`config.mk`:
```
export PLATFORM = sky130hd
export DESIGN_NAME = plce_div
export DESIGN_NICKNAME = d
export VERILOG_FILES = /design/src/sv/plce_pkg.sv /design/src/sv/plce_div.sv
export SDC_FILE = /design/constraint.sdc
export NUM_CORES = 1
export LEC_CHECK = 0
export ABC_AREA = 1
export BUFFER_PORTS_ARGS = -buffer_cell sky130_fd_sc_hd__buf_2
export CAP_MARGIN = 40
export CORE_MARGIN = 1.5
export CORE_UTILIZATION = 59
export DETAILED_ROUTE_END_ITERATION = 10
export MAX_ROUTING_LAYER = met4
export PLACE_DENSITY = 0.84
export SLEW_MARGIN = 20
export SYNTH_ARGS = -nofsm -noshare
export SYNTH_HDL_FRONTEND = slang
export SYNTH_SLANG_ARGS = --single-unit
```
`constraint.sdc`:
```
create_clock -name clk_i -period 5.3 [get_ports clk_i]
set_input_delay 0.795 -clock clk_i [delete_from_list [all_inputs] [get_ports clk_i]]
set_output_delay 0.795 -clock clk_i [all_outputs]
set_load 0.01 [all_outputs]
```
`src/sv/plce_pkg.sv`:
```
package plce_pkg;

  localparam int DEPTH   = 256;
  localparam int IDX_W   = $clog2(DEPTH);
  localparam int CNT_W   = $clog2(DEPTH + 1);
  localparam int DATA_W  = 32;
  localparam int POS_W   = 16;
  localparam int ACT_W   = 2;
  localparam int STAT_W  = 2;

  localparam logic [ACT_W-1:0] ACT_GET    = 2'd0;
  localparam logic [ACT_W-1:0] ACT_INSERT = 2'd1;
  localparam logic [ACT_W-1:0] ACT_REMOVE = 2'd2;

  localparam logic [STAT_W-1:0] ST_OK    = 2'd0;
  localparam logic [STAT_W-1:0] ST_EMPTY = 2'd1;
  localparam logic [STAT_W-1:0] ST_FULL  = 2'd2;

  localparam logic [CNT_W-1:0] CNT_FULL = CNT_W'(DEPTH);

  typedef logic [IDX_W-1:0] idx_t;

  typedef enum logic [7:0] {
    S_IDLE   = 8'b0000_0001,
    S_DIV    = 8'b0000_0010,
    S_INS_RD = 8'b0000_0100,
    S_INS_FH = 8'b0000_1000,
    S_WALK   = 8'b0001_0000,
    S_STEP   = 8'b0010_0000,
    S_WR1    = 8'b0100_0000,
    S_WR2    = 8'b1000_0000
  } state_e;

endpackage

```
`src/sv/plce_div.sv`:
```
module plce_div (
  input  logic                        clk_i,
  input  logic                        rst_ni,
  input  logic                        start_i,
  input  logic [plce_pkg::POS_W-1:0]  dividend_i,
  input  logic [plce_pkg::CNT_W-1:0]  divisor_i,
  output logic                        done_o,
  output logic [plce_pkg::IDX_W-1:0]  rem_o
);
  import plce_pkg::*;

  localparam int ITER_W = $clog2(POS_W + 1);

  logic              busy_q, busy_d, done_q, done_d;
  logic [ITER_W-1:0] iter_q, iter_d;
  logic [POS_W-1:0]  quo_q, quo_d;
  logic [CNT_W:0]    rem_q, rem_d;
  logic [CNT_W:0]    trial;

  assign trial = {rem_q[CNT_W-1:0], quo_q[POS_W-1]};

  always_comb begin
    busy_d = busy_q;
    done_d = 1'b0;
    iter_d = iter_q;
    quo_d  = quo_q;
    rem_d  = rem_q;
    if (start_i) begin
      busy_d = 1'b1;
      iter_d = ITER_W'(POS_W);
      quo_d  = dividend_i;
      rem_d  = '0;
    end else if (busy_q) begin
      rem_d  = (trial >= {1'b0, divisor_i}) ? trial - {1'b0, divisor_i} : trial;
      quo_d  = {quo_q[POS_W-2:0], 1'b0};
      iter_d = iter_q - ITER_W'(1);
      if (iter_q == ITER_W'(1)) begin
        busy_d = 1'b0;
        done_d = 1'b1;
      end
    end
  end

  always_ff @(posedge clk_i or negedge rst_ni) begin
    if (!rst_ni) begin
      busy_q <= 1'b0;
      done_q <= 1'b0;
      iter_q <= '0;
    end else begin
      busy_q <= busy_d;
      done_q <= done_d;
      iter_q <= iter_d;
    end
  end

  always_ff @(posedge clk_i) begin
    quo_q <= quo_d;
    rem_q <= rem_d;
  end

  assign done_o = done_q;
  assign rem_o  = rem_q[IDX_W-1:0];

endmodule

```
-- Word-level counts from Yosys, hierarchy flattened
Index checks and enable logic that the tools add are counted.
- output and inout port bits: 9
- logic and storage cells: 21
- input bits: 28
- bits in registers: 32
- reductions and logical operators: 1
- eq/ne operators: 1
- add/subtract/negate cells: 2
- multiplexer cells: 11
- $lt $le $gt $ge: 1
- operator list (kind ; count):
    $mux 16 ; 2
    $ge 10x9->1 ; 1
    $mux 5 ; 2
    $mux 9 ; 1
    $sub 9x9->9 ; 1
    $mux 1 ; 6
    $eq 5x1->1 const B ; 1
    $sub 5x1->5 const B ; 1
    $reduce_bool 2->1 ; 1

-- Logic depth before layout (Yosys ltp)
Gate-level depths: netlist (run 1).
- depth in word-level cells: 4
- mapped depth: 13
- gate-level depth less buffers: 13

-- Worst setup path before layout (run 1)
OpenSTA, ideal clock, no wires.
- kind: input port to flip-flop
- from: input divisor_i[0] in the netlist's numbering
- to: register rem_q[0]
- library setup time: 141 ps
- data required time: 5159 ps
- stages: 12
- arrival time: 2027 ps
- path slack: 3132 ps
- path buffers: 1
- path through: ha_1 > inv_1 > fa_1 > nand2_1 > nand2_2 > nand3_2 > nand2_2 > nand2_2 > buf_4 > nand3_1 > nand3_1 > o21ai_0
- cells in the longest elaborated chain, start to end: 2
- elaborated cells on any way between the ends: 3
- those cells by class: add/sub (1); order compare (1); mux (1)
- RTL lines (what ; line ; text):
    start: declaration ; plce_div.sv:6 ; input logic [plce_pkg::CNT_W-1:0] divisor_i,
    $sub 9x9->9 / $ge 10x9->1 (equally long branches) ; plce_div.sv:34 ; rem_d = (trial >= {1'b0, divisor_i}) ? trial - {1'b0, divisor_i} : trial;
    $mux 9 (*) ; plce_div.sv:34 ;
    end signal: assignment ; plce_div.sv:58 ; rem_q <= rem_d;
    end: declaration ; plce_div.sv:17 ; logic [CNT_W:0] rem_q, rem_d;
Mark *: on every way between the ends. The rest lies on a longest branch, timed or not.
A chain may end at the register's enable or synchronous reset.

-- Worst setup path after layout (run 1)
- from: input divisor_i[5] in the netlist's numbering
- to: register rem_q[0]
- cells in the longest elaborated chain, start to end: 2
- RTL lines (what ; line):
    $ge 10x9->1 ; plce_div.sv:34
    $mux 9 ; plce_div.sv:34
Every way passes these cells.

==> flow_metrics.py, run 1 <==
metrics = {
    "clock_network": {
        "hold_buffers": 0,
        "path_clk_slew_ps": 100,
        "htreeDepth": 2,
        "cts_tree": "built",
        "tritoncts_num_sinks": 32,
        "cts.repair.resized": 0,
        "clk_latency_ps": 340,
        "cts_max_path_buffers": 2,
        "cts_setup_buffers": 0,
        "cts-root-buf": "clkbuf_4",
        "cts_buffers": 5,
    },
    "power": {
        "p_per_area_nw_per_um2": 394.8,
        "ir_drop_uv": 229.8,
        "total_leakage_power_nw": 1.224,
    },
    "placement": {
        "place.gp.congestion": 0.8482,
        "port_buffers": 36,
        "place_area_um2": 2120,
        "place_hpwl_um": 2749,
    },
    "synthesis": {
        "yosys.area.top_type": "edfxtp_1",
        "syn_inst": 263,
        "yosysWarnings": 0,
        "synth.avg_cell_area_um2": 7.541,
        "yosysUniqueCellTypes": 28,
        "synth.top_cell.area_share": 0.2423,
        "synth_seq_cells": 32,
        "ys_top_cells_by_area": "edfxtp_1 24%, nand2_1 18%, dfxtp_1 9.1%, dfrtp_1 8.8%, inv_1 8.1%",
        "synth_fp_nets": 303,
        "seq_area_frac_synth": 0.4215,
        "syn_area_um2": 1983,
    },
    "worst_setup_path": {
        "start_kind": "input port",
        "setup.worst_path.class": "in -> reg",
        "cp_slowest_cell": "nor2_1",
        "critPathMaxStageDelay_ps": 540,
        "critPathCaptureType": "register",
        "reg2reg_slack_ps": 3150,
        "r2r_start": "rem_q[4]",
        "critPathArrivalTime_ps": 2590,
        "cp_max_fo": 11,
        "path_cells": "buf_2 -> inv_1 -> ha_1 -> nand2_1 -> nor2_2 -> inv_1 -> nor2_1 -> nor2_1 -> nand2_2 -> nand2_1 -> nand3_1 -> o21ai_0",
        "critical_path.top_delay_family": "simple AND/OR/NAND/NOR gates",
        "critPathLaunch": "divisor_i[5]",
        "cp.depth": 12,
        "path_buf_inv": 3,
        "required_ps": 5550,
        "rr_worst_depth": 10,
    },
    "timing": {
        "worst_pin_slew_ps": 750.3,
        "post-route-period-util": 0.4409,
        "drv_slew": 0,
        "tns_ps": 0,
        "max_freq_mhz": 427.9,
        "max_slew_margin": 0.4992,
        "finalCriticalPeriod_ps": 2337,
        "finalClockSkew_ps": 4.101,
        "rsz0062_at_grt": "no",
        "hold_violations": 0,
        "finalSetupViolCount": 0,
    },
    "final_layout": {
        "fill_cells": 258,
        "n_antenna_cell": 0,
        "area_growth_pct": 9.464,
        "fin_nets": 332,
        "fin_area_um2": 2171,
        "multi_input_area_um2": 883.3,
        "seq_area_um2": 835.8,
        "drive_above_1_share": 0.1809,
    },
    "flow_run": {
        "drv_cap": 0,
    },
    "floorplan": {
        "fp.dieH_um": 60.98,
        "core_area_um2": 3128,
        "core.rowCount": 20,
        "start_util": 0.6340,
        "io_pins": 37,
        "die_area_um2": 3718,
        "dieWidth_um": 60.98,
    },
    "grt": {
        "grt_pass1_wl_um": 6182,
        "grt_overflow": 0,
        "grt_max_degree": 22,
        "grt.total_usage": 0.2361,
        "grt_pass1_vias": 1450,
        "antenna_found_initial": 0,
    },
    "routing": {
        "wl_um": 3783,
        "vias": 1645,
        "drcViolationCount": 0,
        "drt_iter0_markers": 69,
        "route.antenna.remaining_nets": 0,
        "post_drt_wl_per_cell_um": 11.23,
        "first_pass_iters": 4,
        "vias_per_cell": 4.881,
    },
    "worst_hold_path": {
        "hold_path.class": "in -> async",
    },
    "status": {
        "status": "finished, final reports clean",
    },
}
report_power, final:
part | internal (mW) | leakage [nW] | switching [mW] | total [mW]
Combinational | 0.149 | 0.857 | 0.231 | 0.379
Clock | 0.0485 | 0.0324 | 0.0829 | 0.131
Sequential | 0.311 | 0.335 | 0.0355 | 0.346
Total | 0.508 | 1.22 | 0.349 | 0.857
synthesized netlist by cell type:
library cell	number
edfxtp_1	16
nand4_1	2
nand3_1	23
nand2_1	93
a21oi_2	1
o22ai_1	1
nor3_1	1
o21ai_1	1
xnor2_1	1
nor2_2	1
clkbuf_1	2
buf_2	1
nor2_1	11
o21ai_0	6
buf_6	1
nand2_2	5
nand3b_1	4
nand3_2	2
dfxtp_1	9
ha_1	11
buf_4	10
dfrtp_1	7
fa_1	1
a21oi_1	6
xor2_1	2
clkinv_1	1
o21ai_2	1
inv_1	43
final cells by class:
class,count,share of cell area
well taps,44,0.02536
flip-flops and latches,32,0.3850
multi-input cells,173,0.4069
clock inverters,3,0.006340
repair buffers,36,0.08300
inverters,44,0.07608
clock buffers,5,0.01729
worst paths after layout:
path                             endpoint
worst min register to register  iter_q[4]
worst max register to register   rem_q[0]
min in group clk_i              iter_q[4]
worst min-delay path               done_o
worst max-delay path             rem_q[0]
max in group asynchronous       iter_q[0]
metrics by stage:
stage | hold slack [ps] | setup slack [ps] | util | std cells | total power, mW
finish | 272.0 | 2963 | 0.6940 | 337 | 0.8570
CTS | 265.1 | 2975 | 0.6940 | 337 | 0.8598
global placement | 478.6 | 2689 | 0.6776 | 329 | 0.7200
detailed placement | 481.8 | 2649 | 0.6776 | 329 | 0.7259
floorplan | 445.6 | 3132 | - | 263 | 0.6692
global route | 280.2 | 2704 | 0.6940 | 337 | 0.9278
layer usage:
layer | global-route usage | up-vias | share of wire
li1 | - | 873 | -
met2 | 0.3641 | 38 | 0.45
met1 | 0.3023 | 729 | 0.49
met5 | - | - | 0
met4 | 0.1025 | 0 | 0.012
met3 | 0.04691 | 5 | 0.045
registers in the layout (all words and copies together) (netlist names):
signal and flops:
busy_q 1, done_o 1, quo_q 16, iter_q 5, rem_q 9
cells by family (layout without fill, tap and decap cells):
kind of cell	count (synthesis)	in the layout	synth area share
DFF	32	32	0.4215
xor gates and xnor gates	3	3	0.01325
AOI/OAI and AO/OA	16	16	0.04480
buffers and inverters	58	88	0.1331
and+or+nand+nor	142	142	0.3079
adders and majority gates	12	12	0.07949
cell usage in the layout (no fill, tap or decap):
master | netlist | final
nand2_1 | 93 | 93
inv_1 | 43 | 43
buf_2 | 1 | 36
nand3_1 | 23 | 23
edfxtp_1 | 16 | 16
nor2_1 | 11 | 11
ha_1 | 11 | 11
dfxtp_1 | 9 | 9
dfrtp_1 | 7 | 7
o21ai_0 | 6 | 6
a21oi_1 | 6 | 6
nand2_2 | 5 | 5
clkbuf_4 | 0 | 5
nand3b_1 | 4 | 4
clkinv_1 | 1 | 2
nand4_1 | 2 | 2
nand3_2 | 2 | 2
xor2_1 | 2 | 2
clkinv_2 | 0 | 2
nor3_1 | 1 | 1
nor2_2 | 1 | 1
xnor2_1 | 1 | 1
a21oi_2 | 1 | 1
o21ai_2 | 1 | 1
o22ai_1 | 1 | 1
o21ai_1 | 1 | 1
fa_1 | 1 | 1
(Power assumes the default switching activity.)
==> run 2, diff against run 1 <==
- ABC_AREA: 1 -> 0
- CORE_UTILIZATION: 59 -> 55
- PLACE_DENSITY: 0.84 -> 0.79
- clock period: 5.3 -> 2.29 ns (I/O delays scaled with it)
==> run 2 against run 1 <==
Effect of this change: the flow now finishes with violations (setup timing); register-to-register slack got worse by 3200 ps; combinational power rose to 2.9 times the previous value; synthesized area down 2.8%; total power rose to 2.7 times the previous value; cell count down 24%; clock skew rose by 5.3 ps; non-clock buffer count increased by 8; first-iteration DRC count rose by 16%; clock power grew 140%; clock-buffer cell count grew 1; critical endpoint unchanged; largest power group unchanged.
==> flow_metrics.py, run 2 <==
metrics = {
    "status": {
        "status": "complete, but fails checks",
        "violations": "setup timing",
    },
    "synthesis": {
        "synth.most_common_cell": "edfxtp_1",
        "seq_area_frac_synth": 0.4335,
        "synthMuxAreaShare": 0.1136,
        "yosysWarnings": 0,
        "synth_commonest_cells": "16 x edfxtp_1, 15 x inv_1, 15 x mux2_2, 13 x nor2_1, 11 x ha_1",
        "synth-xor-area-share": 0.04088,
        "synth_top_family_by_area": "compound AO/OA/AOI/OAI gates",
        "synth_compound_area_frac": 0.1538,
        "synthAdderAreaFrac": 0.08177,
        "yosysUniqueCellTypes": 46,
        "yosys_most_used_dff": "edfxtp_1",
        "synth_fp_nets": 212,
        "synth_seq_cells": 32,
        "syn_inst": 172,
        "yosys.area.top_type": "edfxtp_1",
        "async_reset_ff_frac": 0.2188,
        "ys_top_cells_by_area": "edfxtp_1 25%, dfxtp_1 9.3%, dfrtp_1 9.1%, mux2_2 8.8%, ha_1 7.1%",
        "synth.avg_cell_area_um2": 11.21,
        "synth_edf_count": 16,
        "syn_area_um2": 1928,
        "synth.top_cell.area_share": 0.2492,
        "synthSimpleGateAreaFrac": 0.09474,
    },
    "timing": {
        "tns_ps": -74.88,
        "drv_slew": 0,
        "post-route-period-util": 1.026,
        "finalClockSkew_ps": 9.425,
        "max_slew_margin": 0.7111,
        "finalSetupViolCount": 3,
        "rsz0062_at_grt": "yes",
        "finalCriticalPeriod_ps": 2349,
        "timing.final.ws_setup_ps": -58.86,
        "hold_violations": 0,
        "max_freq_mhz": 425.7,
        "worst_pin_slew_ps": 431.7,
    },
    "routing": {
        "first_pass_iters": 4,
        "drt_iter0_markers": 80,
        "drcViolationCount": 0,
        "vias": 1393,
        "route.antenna.remaining_nets": 0,
        "post_drt_wl_per_cell_um": 14.31,
        "wl_um": 3650,
        "vias_per_cell": 5.463,
    },
    "clock_network": {
        "htreeDepth": 2,
        "cts-root-buf": "clkbuf_4",
        "path_clk_slew_ps": 100,
        "cts_buffers": 5,
        "cts_max_path_buffers": 2,
        "clk_latency_ps": 330,
        "cts_tree": "built",
        "tritoncts_num_sinks": 32,
    },
    "floorplan": {
        "fp.dieH_um": 62.21,
        "core.rowCount": 21,
        "die_area_um2": 3870,
        "start_util": 0.5778,
        "core_area_um2": 3337,
        "io_pins": 37,
        "dieWidth_um": 62.21,
    },
    "power": {
        "p_per_area_nw_per_um2": 1042,
        "total_leakage_power_nw": 1.009,
        "ir_drop_uv": 539.0,
    },
    "final_layout": {
        "largestRegisters": "quo_q x16, rem_q x9, iter_q x5",
        "regMostFlops": "quo_q",
        "fin_nets": 248,
        "mostFrequentLayoutCells": "36 x buf_2, 16 x edfxtp_1, 15 x mux2_2",
        "area_growth_pct": 14.47,
        "utilization": 0.6614,
        "largest_reg_flops": 16,
        "drive_above_1_share": 0.3732,
        "n_antenna_cell": 0,
        "fin_area_um2": 2207,
        "mostFrequentLayoutCell": "buf_2",
    },
    "grt": {
        "grt_pass1_vias": 1428,
        "grt.total_usage": 0.2062,
        "grt_max_degree": 29,
        "grt_overflow": 0,
        "grt_pass1_wl_um": 6037,
        "antenna_found_initial": 0,
    },
    "placement": {
        "place.gp.congestion": 0.8976,
        "place_hpwl_um": 2657,
        "place_area_um2": 2125,
        "port_buffers": 36,
        "dp_slack_ps": -48.01,
    },
    "flow_run": {
        "drv_cap": 0,
    },
    "worst_hold_path": {
        "hold_path.class": "in -> reg",
    },
    "worst_setup_path": {
        "cp_max_fo": 11,
        "critPathArrivalTime_ps": 2590,
        "critPathCaptureType": "register",
        "setup.worst_path.class": "reg -> reg",
        "required_ps": 2540,
        "start_kind": "register",
    },
}
[run 2: changes by cell type after synthesis, moves of 4 or more]
cell and delta:
a21o_1 +4, inv_1 -28, mux2_2 +15, mux2i_1 +5, nand2_1 -86, nand2_2 -5
nand3_1 -22, nand3b_1 -4, o21ai_0 -4, xnor2_1 +4
[run 2: final timing paths]
kind,endpoint,slack [ps],depth (start not counted),start
max in group asynchronous,iter_q[1],1770,2,rst_ni
worst max register to register,rem_q[0],-60,10,quo_q[15]
worst min register to register,rem_q[8],480,2,rem_q[8]
min in group asynchronous,iter_q[0],370,2,rst_ni
worst max-delay path,rem_q[0],-60,10,quo_q[15]
worst min-delay path,quo_q[0],290,2,dividend_i[0]
[run 2: kinds of logic (layout without fill, tap and decap cells)]
kind of cell               count (synthesis)  after routing
and+or+nand+nor                           36             36
muxes                                     20             20
DFF                                       32             32
buffers and inverters                     30             67
AOI/OAI and AO/OA                         33             33
adders and majority gates                 12             12
xor gates and xnor gates                   9              9
[run 2: area by class of cell]
| class | instances | area, µm² |
|---|---|---|
| Clock buffer | 6 | 41.29 |
| Timing Repair Buffer | 44 | 255.2 |
| Clock inverter | 2 | 11.26 |
| Tap cell | 46 | 57.56 |
| Sequential cell | 32 | 835.8 |
| Multi-Input combinational cell | 110 | 949.7 |
| Fill cell | 278 | 1130 |
| Inverter | 15 | 56.30 |
[run 2: through the flow]
stage | power (mW) | hold slack, ps | std cells
floorplan | 1.743 | 47.91 | 172
global placement | 1.910 | 176.5 | 245
detailed placement | 1.950 | 184.8 | 245
CTS | 2.269 | 269.9 | 254
global route | 2.453 | 272.2 | 255
finish | 2.300 | 287.9 | 255
[run 2: worst max-delay path: stages (launching register included)]
cell and delay [ps]:
edfxtp_1 400, inv_1 80, ha_2 180, inv_2 40
fa_2 370, a211oi_4 300, o31ai_4 110, a211oi_4 250
buf_12 170, nand2_1 70, a311oi_2 290
[run 2: layer usage]
layer / global-route usage / part of all wire / vias to the layer above
met3: 0.05978 / 0.041 / 8
li1: - / - / 680
met5: - / 0 / -
met1: 0.2167 / 0.41 / 669
met4: 0.08889 / 0.021 / 0
met2: 0.3614 / 0.53 / 36
[run 2: power breakdown]
group          leakage, nW  internal [mW]  switching, mW
combinational        0.654          0.554          0.558
clock               0.0259          0.117          0.195
sequential           0.329          0.754          0.123
total                 1.01           1.42          0.875
[run 2: what timing repair did]
action / 4_1_cts / 5_1_grt
setup buffers: 0 / 1
endpoints found under the hold margin: 7 / 0
endpoints found under the setup margin: 3 / 7
gates resized for setup: 0 / 4
pin swaps: 2 / 1
hold buffers: 1 / 0
==> run 3, diff against run 2 <==
- CORE_UTILIZATION: 55 -> 50
- PLACE_DENSITY: 0.79 -> 0.76
- clock period: 2.29 -> 2.15 ns (I/O delays scaled with it)
==> run 3 against run 2 <==
Effect of this change: the run still ends with setup timing left; sequential share of layout area shrank 1.1 points; combinational power increased by 14%; first-iteration DRC count decreased by 11%; via count is 0.43% higher; non-clock buffer count is 5 higher; die area up 9.5%.
==> flow_metrics.py, run 3 (synthesized netlist as in run 2, its figures left out) <==
metrics = {
    "grt": {
        "grt_use_met3": 0.05993,
        "use_met1": 0.2122,
        "grt_pass1_wl_um": 5906,
        "met2_usage": 0.3312,
        "busiest_layer": "met2",
        "grt.total_usage": 0.1890,
        "antenna_found_initial": 0,
        "grt_overflow": 0,
        "grt_max_degree": 29,
        "grt_pass1_vias": 1362,
    },
    "worst_setup_path": {
        "cp.depth": 10,
        "critical_path.top_delay_family": "compound AO/OA/AOI/OAI gates",
        "cp_max_fo": 11,
        "critPathArrivalTime_ps": 2440,
        "path_cells": "inv_1 -> ha_1 -> inv_1 -> fa_2 -> a211oi_4 -> o31ai_4 -> a211oi_4 -> buf_12 -> mux2i_2 -> a211oi_2",
        "r2r-end": "rem_q[1]",
        "rr_worst_depth": 10,
        "path_buf_inv": 3,
        "critPathMaxStageDelay_ps": 380,
        "critPathCapture": "rem_q[1]",
        "r2r_start": "quo_q[15]",
        "start_kind": "register",
        "cp_slowest_cell": "edfxtp_1",
        "setup.worst_path.class": "reg -> reg",
        "critPathLaunch": "quo_q[15]",
        "reg2reg_slack_ps": -140,
        "critPathCaptureType": "register",
        "required_ps": 2310,
    },
    "final_layout": {
        "largestRegisters": "quo_q x16, rem_q x9, iter_q x5",
        "n_antenna_cell": 0,
        "largest_reg_flops": 16,
        "mostFrequentLayoutCells": "36 x buf_2, 16 x edfxtp_1, 15 x inv_1, 15 x mux2_2, 13 x nor2_1",
        "drive_above_1_share": 0.3738,
        "area_growth_pct": 17.85,
        "fin_nets": 253,
        "mostFrequentLayoutCell": "buf_2",
        "regMostFlops": "quo_q",
        "utilization": 0.6160,
    },
    "clock_network": {
        "clk_latency_ps": 280,
        "cts_tree": "built",
        "htreeDepth": 2,
        "cts-root-buf": "clkbuf_8",
        "cts_max_path_buffers": 2,
        "cts_buffers": 5,
        "path_clk_slew_ps": 60,
        "tritoncts_num_sinks": 32,
    },
    "timing": {
        "finalClockSkew_ps": 5.913,
        "worst_pin_slew_ps": 593.0,
        "drv_slew": 0,
        "hold_violations": 0,
        "max_slew_margin": 0.6042,
        "timing.final.ws_setup_ps": -137.5,
        "rsz0062_at_grt": "yes",
        "finalSetupViolCount": 9,
        "max_freq_mhz": 437.2,
        "finalCriticalPeriod_ps": 2288,
        "post-route-period-util": 1.064,
    },
    "floorplan": {
        "dieWidth_um": 65.10,
        "fp.dieH_um": 65.10,
        "core.rowCount": 22,
        "io_pins": 37,
        "core_area_um2": 3689,
        "die_area_um2": 4238,
        "start_util": 0.5227,
    },
    "status": {
        "status": "complete, but fails checks",
        "violations": "setup timing",
    },
    "placement": {
        "port_buffers": 36,
        "place_hpwl_um": 2788,
        "place.gp.congestion": 0.8028,
    },
    "routing": {
        "vias_per_cell": 5.340,
        "vias": 1399,
        "post_drt_wl_per_cell_um": 14.00,
        "route.antenna.remaining_nets": 0,
        "first_pass_iters": 4,
        "wl_um": 3669,
        "drt_iter0_markers": 71,
        "drcViolationCount": 0,
    },
    "worst_hold_path": {
        "hold_path.class": "in -> reg",
    },
    "power": {
        "total_leakage_power_nw": 1.049,
        "power_mw": 2.628,
        "ir_drop_uv": 578.6,
        "p_per_area_nw_per_um2": 1157,
    },
    "flow_run": {
        "drv_cap": 0,
    },
}
[run 3: cell count changes in the layout (fill, tap and decap cells not counted)]
cell | previous run | this run
clkinvlp_4 | 1 | 0
inv_2 | 1 | 0
clkbuf_8 | 0 | 5
clkbuf_4 | 5 | 0
inv_1 | 14 | 15
clkinv_1 | 1 | 0
buf_4 | 6 | 11
ha_2 | 1 | 0
ha_1 | 10 | 11
clkbuf_1 | 1 | 3
[run 3: how the worst min path moves through the flow]
stage,startpoint,end,slack [ps],depth (start not counted)
2_1_floorplan,rst_ni,busy_q,30,0
3_3_place_gp,rst_ni,iter_q[3],160,1
3_5_place_dp,rst_ni,done_o,170,1
4_1_cts,dividend_i[0],quo_q[0],320,2
5_1_grt,dividend_i[0],quo_q[0],320,2
6_report,dividend_i[0],quo_q[0],330,2
[run 3: routing by layer]
layer	routed length, µm	up-vias
met3	161	2
li1	-	689
met4	31	0
met2	1954	35
met5	0	-
met1	1521	673
[run 3: layout make-up]
type                            count  area, µm²
Tap cell                           48      60.06
Clock buffer                        8      80.08
Fill cell                         328       1416
Sequential cell                    32      835.8
Multi-Input combinational cell    110      947.2
Timing Repair Buffer               49      292.8
Inverter                           15      56.30
[run 3: repair_timing]
item / CTS / global route
resized for setup: 1 / 1
pin swaps: 2 / 0
hold buffers: 1 / 0
setup buffers: 1 / 1
setup endpoints to repair: 8 / 9
hold endpoints to repair: 7 / 0
[run 3: where the power goes]
group | internal [mW] | total, mW | switching (mW)
Combinational | 0.645 | 1.27 | 0.625
Sequential | 0.805 | 0.924 | 0.120
Clock | 0.230 | 0.433 | 0.204
[run 3: per-stage QoR]
stage / std cells / TNS, ps / hold slack (ps) / area (µm²) / setup slack [ps]
floorplan: 172 / -337.8 / 26.91 / 1931 / -125.8
finish: 262 / -793.6 / 327.8 / 2272 / -137.5
CTS: 261 / -786.3 / 320.3 / 2258 / -140.1
global placement: 251 / -368.0 / 159.8 / 2157 / -78.99
detailed placement: 251 / -836.6 / 167.6 / 2157 / -162.3
global route: 262 / -1889 / 322.3 / 2272 / -238.8
